[config.mk]
export PLATFORM = sky130hd
export DESIGN_NAME = kahn_cycle_detect
export DESIGN_NICKNAME = d
export VERILOG_FILES = /design/src/hw/rtl/kcd_pkg.sv /design/src/hw/rtl/kahn_cycle_detect.sv /design/src/hw/rtl/kcd_ctrl.sv /design/src/hw/rtl/kcd_datapath.sv
export SDC_FILE = /design/constraint.sdc
export NUM_CORES = 2
export LEC_CHECK = 0
export CAP_MARGIN = 5
export CORE_AREA = 2 2 672 540
export DETAILED_ROUTE_END_ITERATION = 7
export DIE_AREA = 0 0 674 542
export DONT_BUFFER_PORTS = 1
export GPL_TIMING_DRIVEN = 0
export PLACE_DENSITY = 0.59
export SKIP_CTS_REPAIR_TIMING = 1
export SYNTH_ARGS = -nofsm -noshare
export SYNTH_HDL_FRONTEND = slang
export SYNTH_SLANG_ARGS = --single-unit
[constraint.sdc]
create_clock -name aclk -period 7.33 [get_ports aclk]
set_input_delay 0 -clock aclk [delete_from_list [all_inputs] [get_ports aclk]]
set_output_delay 0 -clock aclk [all_outputs]
set_load 0.01 [all_outputs]
[src/hw/rtl/kcd_pkg.sv]
// Shared types and constants for the Kahn cycle detector.
package kcd_pkg;

    // Field widths fixed by the stream format
    localparam int VTX_W   = 6;
    localparam int COUNT_W = 7;
    localparam int FLAGS_W = 2;

    // Register map and reset value
    localparam logic [1:0]         REG_VERTEX_COUNT = 2'd0;
    localparam logic [COUNT_W-1:0] VERTEX_COUNT_RST = 7'd64;

    // Status flag bit positions
    localparam int ERR_RANGE    = 0;
    localparam int ERR_OVERFLOW = 1;

    // Controller to datapath commands
    typedef struct packed {
        logic load;           // input beat accepted
        logic walk_init;      // zero walk counters
        logic clr_wr;         // write zero in-degree at vertex index
        logic vidx_clr;       // rewind vertex index
        logic vidx_inc;       // advance vertex index
        logic deg_sel_vertex; // in-degree read address from vertex index
        logic e_inc;          // advance edge index
        logic deg_inc_wr;     // write in-degree + 1 at edge target
        logic deg_dec_wr;     // write in-degree - 1 at edge target
        logic push_vertex;    // queue the vertex index
        logic push_dst;       // queue the edge target
        logic take_top;       // latch dequeued vertex, count it
        logic finish;         // load result, clear graph state
    } kcd_cmd_t;

    // Datapath to controller status
    typedef struct packed {
        logic edge_end;    // edge index reached edges loaded
        logic edge_ok;     // read edge lies inside the vertex range
        logic match;       // read edge leaves the current vertex
        logic deg_zero;    // read in-degree is zero
        logic deg_one;     // read in-degree is one
        logic vertex_end;  // vertex index reached vertex count
        logic queue_empty; // ready queue drained
        logic out_free;    // result register can take a new beat
    } kcd_stat_t;

endpackage

[src/hw/rtl/kahn_cycle_detect.sv]
// Sequence: edge beats are accepted while loading; a tlast beat starts the walk, which clears
// the in-degrees, counts them over the stored edges, queues the zero in-degree vertices, then per
// dequeued vertex releases its out-edges, and after an empty check loads the result beat.
// Throughput: one edge beat per cycle while loading; s_tready is low for the whole walk,
// which ends later while an earlier result beat waits for m_tready.
// Reset: aresetn is synchronous, active low; vertex_count returns to 64, counters clear.
module kahn_cycle_detect
    import kcd_pkg::*;
#(
    parameter int MAX_VERTICES = 64,
    parameter int MAX_EDGES    = 256
) (
    input  logic        aclk,
    input  logic        aresetn,
    // Edge stream
    input  logic        s_tvalid,
    output logic        s_tready,
    input  logic [15:0] s_tdata,   // [5:0] from_vertex, [11:6] to_vertex, [15:12] zero
    input  logic        s_tuser,   // [0] edge_valid
    input  logic        s_tlast,   // last_edge
    // Result stream
    output logic        m_tvalid,
    input  logic        m_tready,
    output logic [15:0] m_tdata,   // [0] has_cycle, [7:1] ordered_count, [9:8] status
    // Configuration
    input  logic        psel,
    input  logic        penable,
    input  logic        pwrite,
    input  logic [1:0]  paddr,
    input  logic [31:0] pwdata,
    output logic [31:0] prdata,
    output logic        pready
);

    logic [COUNT_W-1:0] vertex_count_reg;
    kcd_cmd_t           cmd;
    kcd_stat_t          stat;

    // Single register at word zero; byte offset bits are ignored.
    assign pready = 1'b1;

    always_ff @(posedge aclk) begin
        if (!aresetn) begin
            vertex_count_reg <= VERTEX_COUNT_RST;
        end else if (psel && penable && pwrite && pready) begin
            vertex_count_reg <= pwdata[COUNT_W-1:0];
        end
    end

    // Hold read data on the one register regardless of offset.
    always_comb begin
        prdata = '0;
        case (paddr & ~2'b11)
            REG_VERTEX_COUNT: prdata = {25'b0, vertex_count_reg};
            default:          prdata = '0;
        endcase
    end

    // Sequence loading and the walk
    kcd_ctrl u_ctrl (
        .aclk     (aclk),
        .aresetn  (aresetn),
        .s_tvalid (s_tvalid),
        .s_tlast  (s_tlast),
        .s_tready (s_tready),
        .stat     (stat),
        .cmd      (cmd)
    );

    // Store edges, track in-degrees, drain the ready queue
    kcd_datapath #(
        .MAX_VERTICES (MAX_VERTICES),
        .MAX_EDGES    (MAX_EDGES)
    ) u_datapath (
        .aclk         (aclk),
        .aresetn      (aresetn),
        .cmd          (cmd),
        .stat         (stat),
        .vertex_count (vertex_count_reg),
        .from_vertex  (s_tdata[5:0]),
        .to_vertex    (s_tdata[11:6]),
        .edge_valid   (s_tuser),
        .m_tvalid     (m_tvalid),
        .m_tready     (m_tready),
        .m_tdata      (m_tdata)
    );

endmodule

[src/hw/rtl/kcd_ctrl.sv]
// Sequencer for edge loading and the Kahn walk.
module kcd_ctrl
    import kcd_pkg::*;
(
    input  logic      aclk,
    input  logic      aresetn,
    input  logic      s_tvalid,
    input  logic      s_tlast,
    output logic      s_tready,
    input  kcd_stat_t stat,
    output kcd_cmd_t  cmd
);

    typedef enum logic [12:0] {
        S_LOAD    = 13'b0000000000001,
        S_CLR     = 13'b0000000000010,
        S_CNT_RD  = 13'b0000000000100,
        S_CNT_IDX = 13'b0000000001000,
        S_CNT_WR  = 13'b0000000010000,
        S_SCAN_RD = 13'b0000000100000,
        S_SCAN_CK = 13'b0000001000000,
        S_POP     = 13'b0000010000000,
        S_TOP     = 13'b0000100000000,
        S_REL_RD  = 13'b0001000000000,
        S_REL_IDX = 13'b0010000000000,
        S_REL_WR  = 13'b0100000000000,
        S_DONE    = 13'b1000000000000
    } state_t;

    state_t state_reg, state_next;

    always_ff @(posedge aclk) begin
        if (!aresetn) begin
            state_reg <= S_LOAD;
        end else begin
            state_reg <= state_next;
        end
    end

    assign s_tready = (state_reg == S_LOAD);

    always_comb begin
        state_next = state_reg;
        cmd        = '0;
        case (state_reg)
            S_LOAD: begin
                if (s_tvalid) begin
                    cmd.load = 1'b1;
                    if (s_tlast) begin
                        cmd.walk_init = 1'b1;
                        state_next    = S_CLR;
                    end
                end
            end
            S_CLR: begin
                cmd.deg_sel_vertex = 1'b1;
                if (stat.vertex_end) begin
                    state_next = S_CNT_RD;
                end else begin
                    cmd.clr_wr   = 1'b1;
                    cmd.vidx_inc = 1'b1;
                end
            end
            S_CNT_RD: begin
                if (stat.edge_end) begin
                    cmd.vidx_clr = 1'b1;
                    state_next   = S_SCAN_RD;
                end else begin
                    state_next = S_CNT_IDX;
                end
            end
            S_CNT_IDX: begin
                if (stat.edge_ok) begin
                    state_next = S_CNT_WR;
                end else begin
                    cmd.e_inc  = 1'b1;
                    state_next = S_CNT_RD;
                end
            end
            S_CNT_WR: begin
                cmd.deg_inc_wr = 1'b1;
                cmd.e_inc      = 1'b1;
                state_next     = S_CNT_RD;
            end
            S_SCAN_RD: begin
                cmd.deg_sel_vertex = 1'b1;
                state_next = stat.vertex_end ? S_POP : S_SCAN_CK;
            end
            S_SCAN_CK: begin
                cmd.push_vertex = stat.deg_zero;
                cmd.vidx_inc    = 1'b1;
                state_next      = S_SCAN_RD;
            end
            S_POP: begin
                state_next = stat.queue_empty ? S_DONE : S_TOP;
            end
            S_TOP: begin
                cmd.take_top = 1'b1;
                state_next   = S_REL_RD;
            end
            S_REL_RD: begin
                state_next = stat.edge_end ? S_POP : S_REL_IDX;
            end
            S_REL_IDX: begin
                if (stat.match) begin
                    state_next = S_REL_WR;
                end else begin
                    cmd.e_inc  = 1'b1;
                    state_next = S_REL_RD;
                end
            end
            S_REL_WR: begin
                cmd.deg_dec_wr = !stat.deg_zero;
                cmd.push_dst   = stat.deg_one;
                cmd.e_inc      = 1'b1;
                state_next     = S_REL_RD;
            end
            S_DONE: begin
                if (stat.out_free) begin
                    cmd.finish = 1'b1;
                    state_next = S_LOAD;
                end
            end
            default: begin
                state_next = S_LOAD;
            end
        endcase
    end

endmodule

[src/hw/rtl/kcd_datapath.sv]
// Edge, in-degree and queue memories with walk counters and result register.
module kcd_datapath
    import kcd_pkg::*;
#(
    parameter int MAX_VERTICES = 64,
    parameter int MAX_EDGES    = 256
) (
    input  logic               aclk,
    input  logic               aresetn,
    input  kcd_cmd_t           cmd,
    output kcd_stat_t          stat,
    input  logic [COUNT_W-1:0] vertex_count,
    input  logic [VTX_W-1:0]   from_vertex,
    input  logic [VTX_W-1:0]   to_vertex,
    input  logic               edge_valid,
    output logic               m_tvalid,
    input  logic               m_tready,
    output logic [15:0]        m_tdata
);

    localparam int VW   = $clog2(MAX_VERTICES);
    localparam int VCW  = $clog2(MAX_VERTICES + 1);
    localparam int EAW  = (MAX_EDGES > 1) ? $clog2(MAX_EDGES) : 1;
    localparam int ECW  = $clog2(MAX_EDGES + 1);
    localparam int CMPW = (VCW > VTX_W) ? VCW : VTX_W;

    // Memories
    logic [VTX_W-1:0] src_mem [MAX_EDGES];
    logic [VTX_W-1:0] dst_mem [MAX_EDGES];
    logic [ECW-1:0]   deg_mem [MAX_VERTICES];
    logic [VW-1:0]    q_mem   [MAX_VERTICES];

    logic [VTX_W-1:0] edge_src_q, edge_dst_q;
    logic [ECW-1:0]   deg_q;
    logic [VW-1:0]    q_q;

    // Counters
    logic [ECW-1:0]     edges_loaded_reg, edges_loaded_next;
    logic [FLAGS_W-1:0] err_reg, err_next;
    logic [ECW-1:0]     e_reg;
    logic [VCW-1:0]     vidx_reg, head_reg, tail_reg, removed_reg;
    logic [VW-1:0]      top_reg;

    logic               m_valid_reg;
    logic [15:0]        m_data_reg;

    logic [VCW-1:0]     nv;
    logic               in_range, edge_wr, can_push;
    logic [VW-1:0]      deg_raddr, deg_waddr;
    logic [ECW-1:0]     deg_wdata;
    logic               deg_we, q_we;
    logic [VW-1:0]      q_wdata;

    assign nv = (int'(vertex_count) > MAX_VERTICES) ? VCW'(MAX_VERTICES) : VCW'(vertex_count);

    // Load checks
    assign in_range = (CMPW'(from_vertex) < CMPW'(nv)) && (CMPW'(to_vertex) < CMPW'(nv));
    assign edge_wr  = cmd.load && edge_valid && in_range
                      && (edges_loaded_reg != ECW'(MAX_EDGES));

    always_comb begin
        edges_loaded_next = edges_loaded_reg;
        err_next          = err_reg;
        if (cmd.finish) begin
            edges_loaded_next = '0;
            err_next          = '0;
        end else if (cmd.load && edge_valid) begin
            if (!in_range) begin
                err_next[ERR_RANGE] = 1'b1;
            end else if (edges_loaded_reg == ECW'(MAX_EDGES)) begin
                err_next[ERR_OVERFLOW] = 1'b1;
            end else begin
                edges_loaded_next = edges_loaded_reg + 1'b1;
            end
        end
    end

    always_ff @(posedge aclk) begin
        if (edge_wr) begin
            src_mem[edges_loaded_reg[EAW-1:0]] <= from_vertex;
            dst_mem[edges_loaded_reg[EAW-1:0]] <= to_vertex;
        end
        edge_src_q <= src_mem[e_reg[EAW-1:0]];
        edge_dst_q <= dst_mem[e_reg[EAW-1:0]];
    end

    // In-degree store
    assign deg_raddr = cmd.deg_sel_vertex ? vidx_reg[VW-1:0] : VW'(edge_dst_q);
    assign deg_waddr = cmd.clr_wr ? vidx_reg[VW-1:0] : VW'(edge_dst_q);
    assign deg_we    = cmd.clr_wr || cmd.deg_inc_wr || cmd.deg_dec_wr;

    always_comb begin
        deg_wdata = '0;
        if (cmd.deg_inc_wr) begin
            deg_wdata = deg_q + 1'b1;
        end else if (cmd.deg_dec_wr) begin
            deg_wdata = deg_q - 1'b1;
        end
    end

    always_ff @(posedge aclk) begin
        if (deg_we) begin
            deg_mem[deg_waddr] <= deg_wdata;
        end
        deg_q <= deg_mem[deg_raddr];
    end

    // Ready queue
    assign can_push = (tail_reg < VCW'(MAX_VERTICES));
    assign q_we     = (cmd.push_vertex || cmd.push_dst) && can_push;
    assign q_wdata  = cmd.push_vertex ? vidx_reg[VW-1:0] : VW'(edge_dst_q);

    always_ff @(posedge aclk) begin
        if (q_we) begin
            q_mem[tail_reg[VW-1:0]] <= q_wdata;
        end
        q_q <= q_mem[head_reg[VW-1:0]];
    end

    // Walk counters
    always_ff @(posedge aclk) begin
        if (!aresetn) begin
            edges_loaded_reg <= '0;
            err_reg          <= '0;
            e_reg            <= '0;
            vidx_reg         <= '0;
            head_reg         <= '0;
            tail_reg         <= '0;
            removed_reg      <= '0;
            top_reg          <= '0;
        end else begin
            edges_loaded_reg <= edges_loaded_next;
            err_reg          <= err_next;
            if (cmd.walk_init) begin
                e_reg       <= '0;
                vidx_reg    <= '0;
                head_reg    <= '0;
                tail_reg    <= '0;
                removed_reg <= '0;
            end else begin
                if (cmd.take_top) begin
                    e_reg <= '0;
                end else if (cmd.e_inc) begin
                    e_reg <= e_reg + 1'b1;
                end
                if (cmd.vidx_clr) begin
                    vidx_reg <= '0;
                end else if (cmd.vidx_inc) begin
                    vidx_reg <= vidx_reg + 1'b1;
                end
                if (cmd.take_top) begin
                    top_reg     <= q_q;
                    head_reg    <= head_reg + 1'b1;
                    removed_reg <= removed_reg + 1'b1;
                end
                if (q_we) begin
                    tail_reg <= tail_reg + 1'b1;
                end
            end
        end
    end

    // Result register
    always_ff @(posedge aclk) begin
        if (!aresetn) begin
            m_valid_reg <= 1'b0;
        end else if (cmd.finish) begin
            m_valid_reg <= 1'b1;
        end else if (m_tready) begin
            m_valid_reg <= 1'b0;
        end
    end

    always_ff @(posedge aclk) begin
        if (cmd.finish) begin
            m_data_reg <= {6'b0, err_reg, COUNT_W'(removed_reg), (removed_reg < nv)};
        end
    end

    assign m_tvalid = m_valid_reg;
    assign m_tdata  = m_data_reg;

    // Status
    always_comb begin
        stat.edge_end    = (e_reg == edges_loaded_reg);
        stat.edge_ok     = (CMPW'(edge_src_q) < CMPW'(nv)) && (CMPW'(edge_dst_q) < CMPW'(nv));
        stat.match       = stat.edge_ok && (CMPW'(edge_src_q) == CMPW'(top_reg));
        stat.deg_zero    = (deg_q == '0);
        stat.deg_one     = (deg_q == ECW'(1));
        stat.vertex_end  = (vidx_reg == nv);
        stat.queue_empty = (head_reg == tail_reg);
        stat.out_free    = !m_valid_reg || m_tready;
    end

`ifndef SYNTHESIS
    a_head_le_tail: assert property (@(posedge aclk) disable iff (!aresetn)
        head_reg <= tail_reg)
        else $error("queue head passed tail");
    a_tail_bound: assert property (@(posedge aclk) disable iff (!aresetn)
        tail_reg <= VCW'(MAX_VERTICES))
        else $error("queue tail beyond depth");
    a_edges_bound: assert property (@(posedge aclk) disable iff (!aresetn)
        edges_loaded_reg <= ECW'(MAX_EDGES))
        else $error("edge count beyond capacity");
    a_finish_clears: assert property (@(posedge aclk) disable iff (!aresetn)
        cmd.finish |=> (edges_loaded_reg == '0) && (err_reg == '0) && m_valid_reg)
        else $error("graph state not cleared after result");
`endif

endmodule
[Word-level counts from Yosys, hierarchy flattened]
Memory sizes are Yosys's and may differ from the RTL's. A register that Yosys moved wholly into a read port is not among the register bits.
Cells that the tools add are included.
Operators by class
  add/sub/neg operators: 8
  $lt $le $gt $ge: 7
  equal/unequal tests: 24
  multiplexer cells: 44
  bitwise operators: 4
  reductions and logical operators: 29
Operator list (number)
  case mux 13 bit (12 select lines): 1
  two-way mux 13 bit: 5
  adder 7 x 1 -> 7 bit, second input constant: 4
  < comparator 6 x 7 -> 1 bit: 4
  adder 9 x 1 -> 9 bit, second input constant: 3
  two-way mux 6 bit: 4
  two-way mux 1 bit: 23
  two-way mux 9 bit: 2
  == test 7 bit: 2
  == test 13 x 1 -> 1 bit, second input constant: 1
  == test 13 x 10 -> 1 bit, second input constant: 1
  == test 13 x 11 -> 1 bit, second input constant: 1
  == test 13 x 12 -> 1 bit, second input constant: 1
  == test 13 bit, second input constant: 1
  == test 13 x 2 -> 1 bit, second input constant: 1
  == test 13 x 3 -> 1 bit, second input constant: 1
  == test 13 x 4 -> 1 bit, second input constant: 1
  == test 13 x 5 -> 1 bit, second input constant: 1
  == test 13 x 6 -> 1 bit, second input constant: 1
  == test 13 x 7 -> 1 bit, second input constant: 1
  == test 13 x 8 -> 1 bit, second input constant: 1
  == test 13 x 9 -> 1 bit, second input constant: 1
  two-way mux 12 bit: 1
  two-way mux 11 bit: 1
  28 further kinds: 53
Word-level totals
  register bits: 85
  RAM bits: 4032
  output and inout port bits: 51
  word-level logic and storage cells: 133
  memories: 4
Memories
  u_datapath.dst_mem: depth 256, bits a word 6, read ports 1, clocked after memory_dff 1, wr ports 1, RTL line kcd_datapath.sv:29  | logic [VTX_W-1:0] dst_mem [MAX_EDGES];
  u_datapath.src_mem: depth 256, bits a word 6, read ports 1, clocked after memory_dff 1, wr ports 1, RTL line kcd_datapath.sv:28  | logic [VTX_W-1:0] src_mem [MAX_EDGES];
  u_datapath.deg_mem: depth 64, bits a word 9, read ports 1, clocked after memory_dff 1, wr ports 1, RTL line kcd_datapath.sv:30  | logic [ECW-1:0] deg_mem [MAX_VERTICES];
  u_datapath.q_mem: depth 64, bits a word 6, read ports 1, clocked after memory_dff 1, wr ports 1, RTL line kcd_datapath.sv:31  | logic [VW-1:0] q_mem [MAX_VERTICES];

[Longest topological paths before layout]
  depth in word-level cells: 9
  mapped depth: 13

[Hierarchy]
From an unflattened synthesis, not the netlist that was laid out.
Unflattened totals
  cell total of the unflattened synthesis: 7723
  area, all modules: 161914.0 um^2
By module, submodules not included
  kcd_datapath: instances 1, cells each 7550, area an instance 160502.7 um^2
  kcd_ctrl: instances 1, cells each 114, area an instance 923.4 um^2
  kahn_cycle_detect: instances 1, cells each 59, area an instance 488.0 um^2

[Worst setup path before layout]
OpenSTA, ideal clock, no wires.
  path type: reg2reg
  from: register u_ctrl.state_reg[12]
  to: memory u_datapath.deg_mem[0][8] (netlist bit) (data pin)
  library setup time: 0.702 ns
  arrival time: 4.301 ns
  data required time: 6.628 ns
  slack: 2.327 ns
  cell stages (with the launch flop): 9
  buffers on the path: 2
  period minus slack after synthesis: 5.003 ns
  cell sequence: dfxtp_1 nor4_2 and2_1 buf_2 nor2b_1 and3_1 clkbuf_1 nand4_1 o21ai_0
On the way
  longest elaborated chain between the ends: 4
  elaborated cells on any way between the ends: 6
Ends and longest elaborated chain
  from (decl): RTL line kcd_ctrl.sv:30  | state_t state_reg, state_next;
  from (signal assigned): RTL line kcd_ctrl.sv:36  | state_reg <= state_next;
  == test 13 x 12 -> 1 bit: RTL line kcd_ctrl.sv:45  | case (state_reg)
  two-way mux 1 bit: RTL line kcd_ctrl.sv:45
  two-way mux 9 bit: RTL line kcd_datapath.sv:96  | end else if (cmd.deg_dec_wr) begin
  two-way mux 9 bit *: RTL line kcd_datapath.sv:94  | if (cmd.deg_inc_wr) begin
  via u_datapath.deg_wdata[8]: RTL line kcd_datapath.sv:50  | logic [ECW-1:0] deg_wdata;
  to (decl): RTL line kcd_datapath.sv:30
Mark *: on every way through the listed nets, which the timed path passes. The rest lies on a longest branch.

[Worst setup path after layout]
  from: register vertex_count_reg[6]
  to: memory u_datapath.dst_mem[53][2] (enable)
On the way
  longest elaborated chain between the ends: 8
  elaborated cells on any way between the ends: 9
Ends and longest elaborated chain
  from (decl): RTL line kahn_cycle_detect.sv:35  | logic [COUNT_W-1:0] vertex_count_reg;
  from (signal assigned): RTL line kahn_cycle_detect.sv:46  | vertex_count_reg <= pwdata[COUNT_W-1:0];
  greater-than comparator 7 bit: RTL line kcd_datapath.sv:54  | assign nv = (int'(vertex_count) > MAX_VERTICES) ? VCW'(MAX_VERTICES) : VCW'(vertex_count);
  two-way mux 7 bit *: RTL line kcd_datapath.sv:54
  < comparator 6 x 7 -> 1 bit: RTL line kcd_datapath.sv:57  | assign in_range = (CMPW'(from_vertex) < CMPW'(nv)) && (CMPW'(to_vertex) < CMPW'(nv));
  logical AND 1 bit *: RTL line kcd_datapath.sv:57
  logical AND 1 bit *: RTL line kcd_datapath.sv:58  | assign edge_wr = cmd.load && edge_valid && in_range
  logical AND 1 bit *: RTL line kcd_datapath.sv:59  | && (edges_loaded_reg != ECW'(MAX_EDGES));
  two-way mux 1 bit *: RTL line kcd_datapath.sv:79  | if (edge_wr) begin
  two-way mux 1 bit (implied by the code) *: RTL line kcd_datapath.sv:81  | dst_mem[edges_loaded_reg[EAW-1:0]] <= to_vertex;
  to (decl): RTL line kcd_datapath.sv:29
Mark *: on every way between the ends. The rest lies on a longest branch, timed or not.

==> impl_metrics.env <==
export IMPL_outcome="complete, but fails checks"
export IMPL_violations="negative hold slack, max-capacitance violations, max-slew violations"
export IMPL_cts_clk_slew_worst_paths_ps=60
export IMPL_yosys_area_top_type="edfxtp_1"
export IMPL_instances_no_fill=13392
export IMPL_power_density_nw_per_um2=273
export IMPL_r2r_start="vertex_count_reg[6]$_SDFFE_PN1P_"
export IMPL_dpl_cell_count=12509
export IMPL_fmax_ghz=0.170
export IMPL_yosys_warnings=0
export IMPL_drv_slew=970
export IMPL_path_max_fanout=12
export IMPL_design_area_sq_um=183000
export IMPL_reg2reg_setup_slack_ps=1440
export IMPL_slowest_delay_ps=1050
export IMPL_wire_per_inst_um=34.8
export IMPL_clockBufferDepth=4
export IMPL_internal_power_w=0.0389
export IMPL_path_cells="buf_2 -> clkinv_1 -> nand2_1 -> ha_1 -> a21o_1 -> a2111oi_0 -> a31oi_2 -> nor3_1 -> nand2_1 -> clkbuf_1 -> nor2_1"
export IMPL_via_count=83653
export IMPL_firstDrtPassIters=8
export IMPL_dpl_instance_area_sq_um=169000
export IMPL_min_period_ps=5890
export IMPL_crit_family="simple AND/OR/NAND/NOR gates"
export IMPL_dpl_worst_slack_ps=1310
export IMPL_synth_top_cell_area_share=0.754
export IMPL_clock_sinks=4144
export IMPL_nNetsFinal=8343
export IMPL_drtAntennaViolNets=0
export IMPL_finalCritPeriodShare=0.804
export IMPL_required_ps=7920
export IMPL_die_x_um=674
export IMPL_yosys_register_bits=4144
export IMPL_grt_pass1_wl_um=632000
export IMPL_drc=0
export IMPL_rsz0062_at_grt="no"
export IMPL_fin_ws_ps=1440
export IMPL_p_leak_nw=55.7
export IMPL_timing_hold_ws_ps=-14.2
export IMPL_grt_max_degree=258
export IMPL_routed_via_density=6.25
export IMPL_power_w=0.0501
export IMPL_row_count=197
export IMPL_switching_share=0.224
export IMPL_core_sq_um=359000
export IMPL_critPathLaunchType="flop"
export IMPL_num_io_pins=110
export IMPL_setup_violations=0
export IMPL_worstMarginPinSlew_ps=2740
export IMPL_grt_usage=0.249
export IMPL_synthCells=7613
export IMPL_cp_end_kind="flop"
export IMPL_p_sw_w=0.0112
export IMPL_power_frac_clock=0.419
export IMPL_synth_edff_count=4042
export IMPL_cts_made_buffers=410
export IMPL_synth_ff_type="edfxtp_1"
export IMPL_tritoncts="done"
export IMPL_synthTopCellsByCount="4,042 x edfxtp_1, 1,084 x mux4_2, 528 x nor2_1"
export IMPL_numPortBuffers=0
export IMPL_dr_first_iter_drc_count=12827
export IMPL_peakVddDrop_mv=0.242
export IMPL_yosysUniqueCellTypes=76
export IMPL_fin_skew_ps=45.3
export IMPL_initial_core_util=0.449
export IMPL_antenna_found_initial=33
export IMPL_ys_seq_area_frac=0.767
export IMPL_dp_hpwl_um=299000
export IMPL_grt_overflow_total=0
export IMPL_cts_htree_levels=5
export IMPL_gp_congestion=0.942
export IMPL_cp_common_cell="nand2_1"
export IMPL_worstHoldStart="s_tlast"
export IMPL_totalWireLength_um=467000
export IMPL_slowest_stage="nor2_1"
export IMPL_worstSetupStartpoint="vertex_count_reg[6]$_SDFFE_PN1P_"
export IMPL_arrival_ps=6480
export IMPL_grt_pass1_vias=79845
export IMPL_area_delta_synth_final_pct=13.8
export IMPL_clkLatencyLatePin_ps=1000
export IMPL_maxCapViolCount=1
export IMPL_root_buffer="clkbuf_16"
export IMPL_final_util=0.511
export IMPL_die_area_sq_um=365000
export IMPL_synth_area_top_cells="edfxtp_1 75%, mux4_2 15%, dfxtp_1 1.3%, nor2_1 1.2%, nand2_1 0.96%"
export IMPL_synth_most_common_cell="edfxtp_1"
export IMPL_hold_viol_final=1
export IMPL_netlist_area_sq_um=161000
export IMPL_holdCritPathClass="in2reg"
export IMPL_synthArstFlopShare=0
export IMPL_pwr_share_seq=0.528
export IMPL_power_frac_comb=0.053
export IMPL_cp_num_buf_inv=3
export IMPL_drive_above_1_share=0.249
export IMPL_syn_avg_cell_area_sq_um=21.1
export IMPL_die_h_um=542
export IMPL_critPathKind="reg2reg"
export IMPL_slew_headroom=-0.827
layout by cell type, fill, tap and decap left out, types with 22 or more instances in the layout:
master	Yosys	final
diode_2	0	35
mux2i_1	131	131
buf_16	0	26
nand3_1	92	92
a32oi_1	58	58
edfxtp_1	4042	4042
xnor2_1	35	35
clkinv_1	2	87
dfxtp_1	102	102
ha_1	38	38
xor2_1	24	24
a21oi_1	87	82
conb_1	2	32
mux4_2	1084	1084
a2111oi_0	32	30
clkbuf_16	0	420
clkinv_2	0	82
clkbuf_1	237	284
nor2_1	528	463
a22oi_1	89	89
buf_2	117	124
nor2_2	3	67
a31oi_1	54	53
clkbuf_2	0	31
buf_4	39	108
nand2_1	410	410
nor3_1	23	23
nand4_1	33	33
and3_1	22	22
buf_1	53	48
bufinv_16	0	40
dlygate4sd3_1	0	36
buf_6	5	23
worst reg2reg max path: stages (launching register included):
cell       delay [ps]
dfxtp_1           390
buf_2             300
clkinv_1          290
nand2_1           350
ha_1              330
a21o_1            160
a2111oi_0         500
a31oi_2           480
nor3_1            820
nand2_1           440
clkbuf_1          360
nor2_1           1050
kinds of logic (layout without fill, tap and decap cells):
group                    after synthesis  after routing  share of synthesized area
adder cells (fa/ha/maj)               38             38                    0.00295
multiplexers                        1231           1231                      0.161
buffers and inverters                474           1412                     0.0131
XOR/XNOR                              59             59                    0.00321
flip-flops                          4144           4144                      0.767
AO/OA/AOI/OAI                        429            429                     0.0192
AND/OR/NAND/NOR                     1236           1236                     0.0339
other                                  2             67                  0.0000467
power groups by stage:
stage	sequential [W]	combinational, W	clock [W]
after floorplan	0.0269	0.00108	0
after global placement	0.0270	0.00200	0
after detailed placement	0.0269	0.00224	0
after CTS	0.0264	0.00224	0.0212
after global routing	0.0264	0.00277	0.0221
final	0.0265	0.00266	0.0210
path summary, 6_finish.rpt:
check / to / cells past startpoint
setup / recovery: u_datapath.dst_mem[53][2]$_DFFE_PP_ / 11
hold / removal: u_ctrl.state_reg[1]$_SDFFE_PN0P_ / 5
setup reg to reg: u_datapath.dst_mem[53][2]$_DFFE_PP_ / 11
hold reg to reg: u_datapath.m_tdata[8]$_DFFE_PP_ / 0
routing by layer:
metal  part of all wire  GRT usage  wire length, um
met5            0.00097    0.00778              453
met4              0.034     0.0744            15700
met3               0.12     0.0791            57900
met2               0.43      0.349           199000
met1               0.41      0.372           193000
metrics by stage:
| step | hold slack (ps) | TNS (ps) |
|---|---|---|
| 3_5_place_dp | 117 | 0 |
| 4_1_cts | -919 | 0 |
| 6_report | -14.2 | 0 |
| 3_3_place_gp | 116 | -251130 |
| 5_1_grt | 20.5 | 0 |
| 2_1_floorplan | 98.9 | 0 |
layout make-up:
| class | instances | area [sq um] |
|---|---|---|
| buffer | 451 | 2070 |
| sequential | 4144 | 123000 |
| tap | 4776 | 5980 |
| inverter | 23 | 86.3 |
| antenna | 35 | 87.6 |
| timing repair buffer | 191 | 2490 |
| fill | 28109 | 175000 |
| multi-input combinational | 3025 | 35900 |
| clock buffer | 499 | 10800 |
| clock inverter | 248 | 2380 |
(Power assumes the default switching activity.)
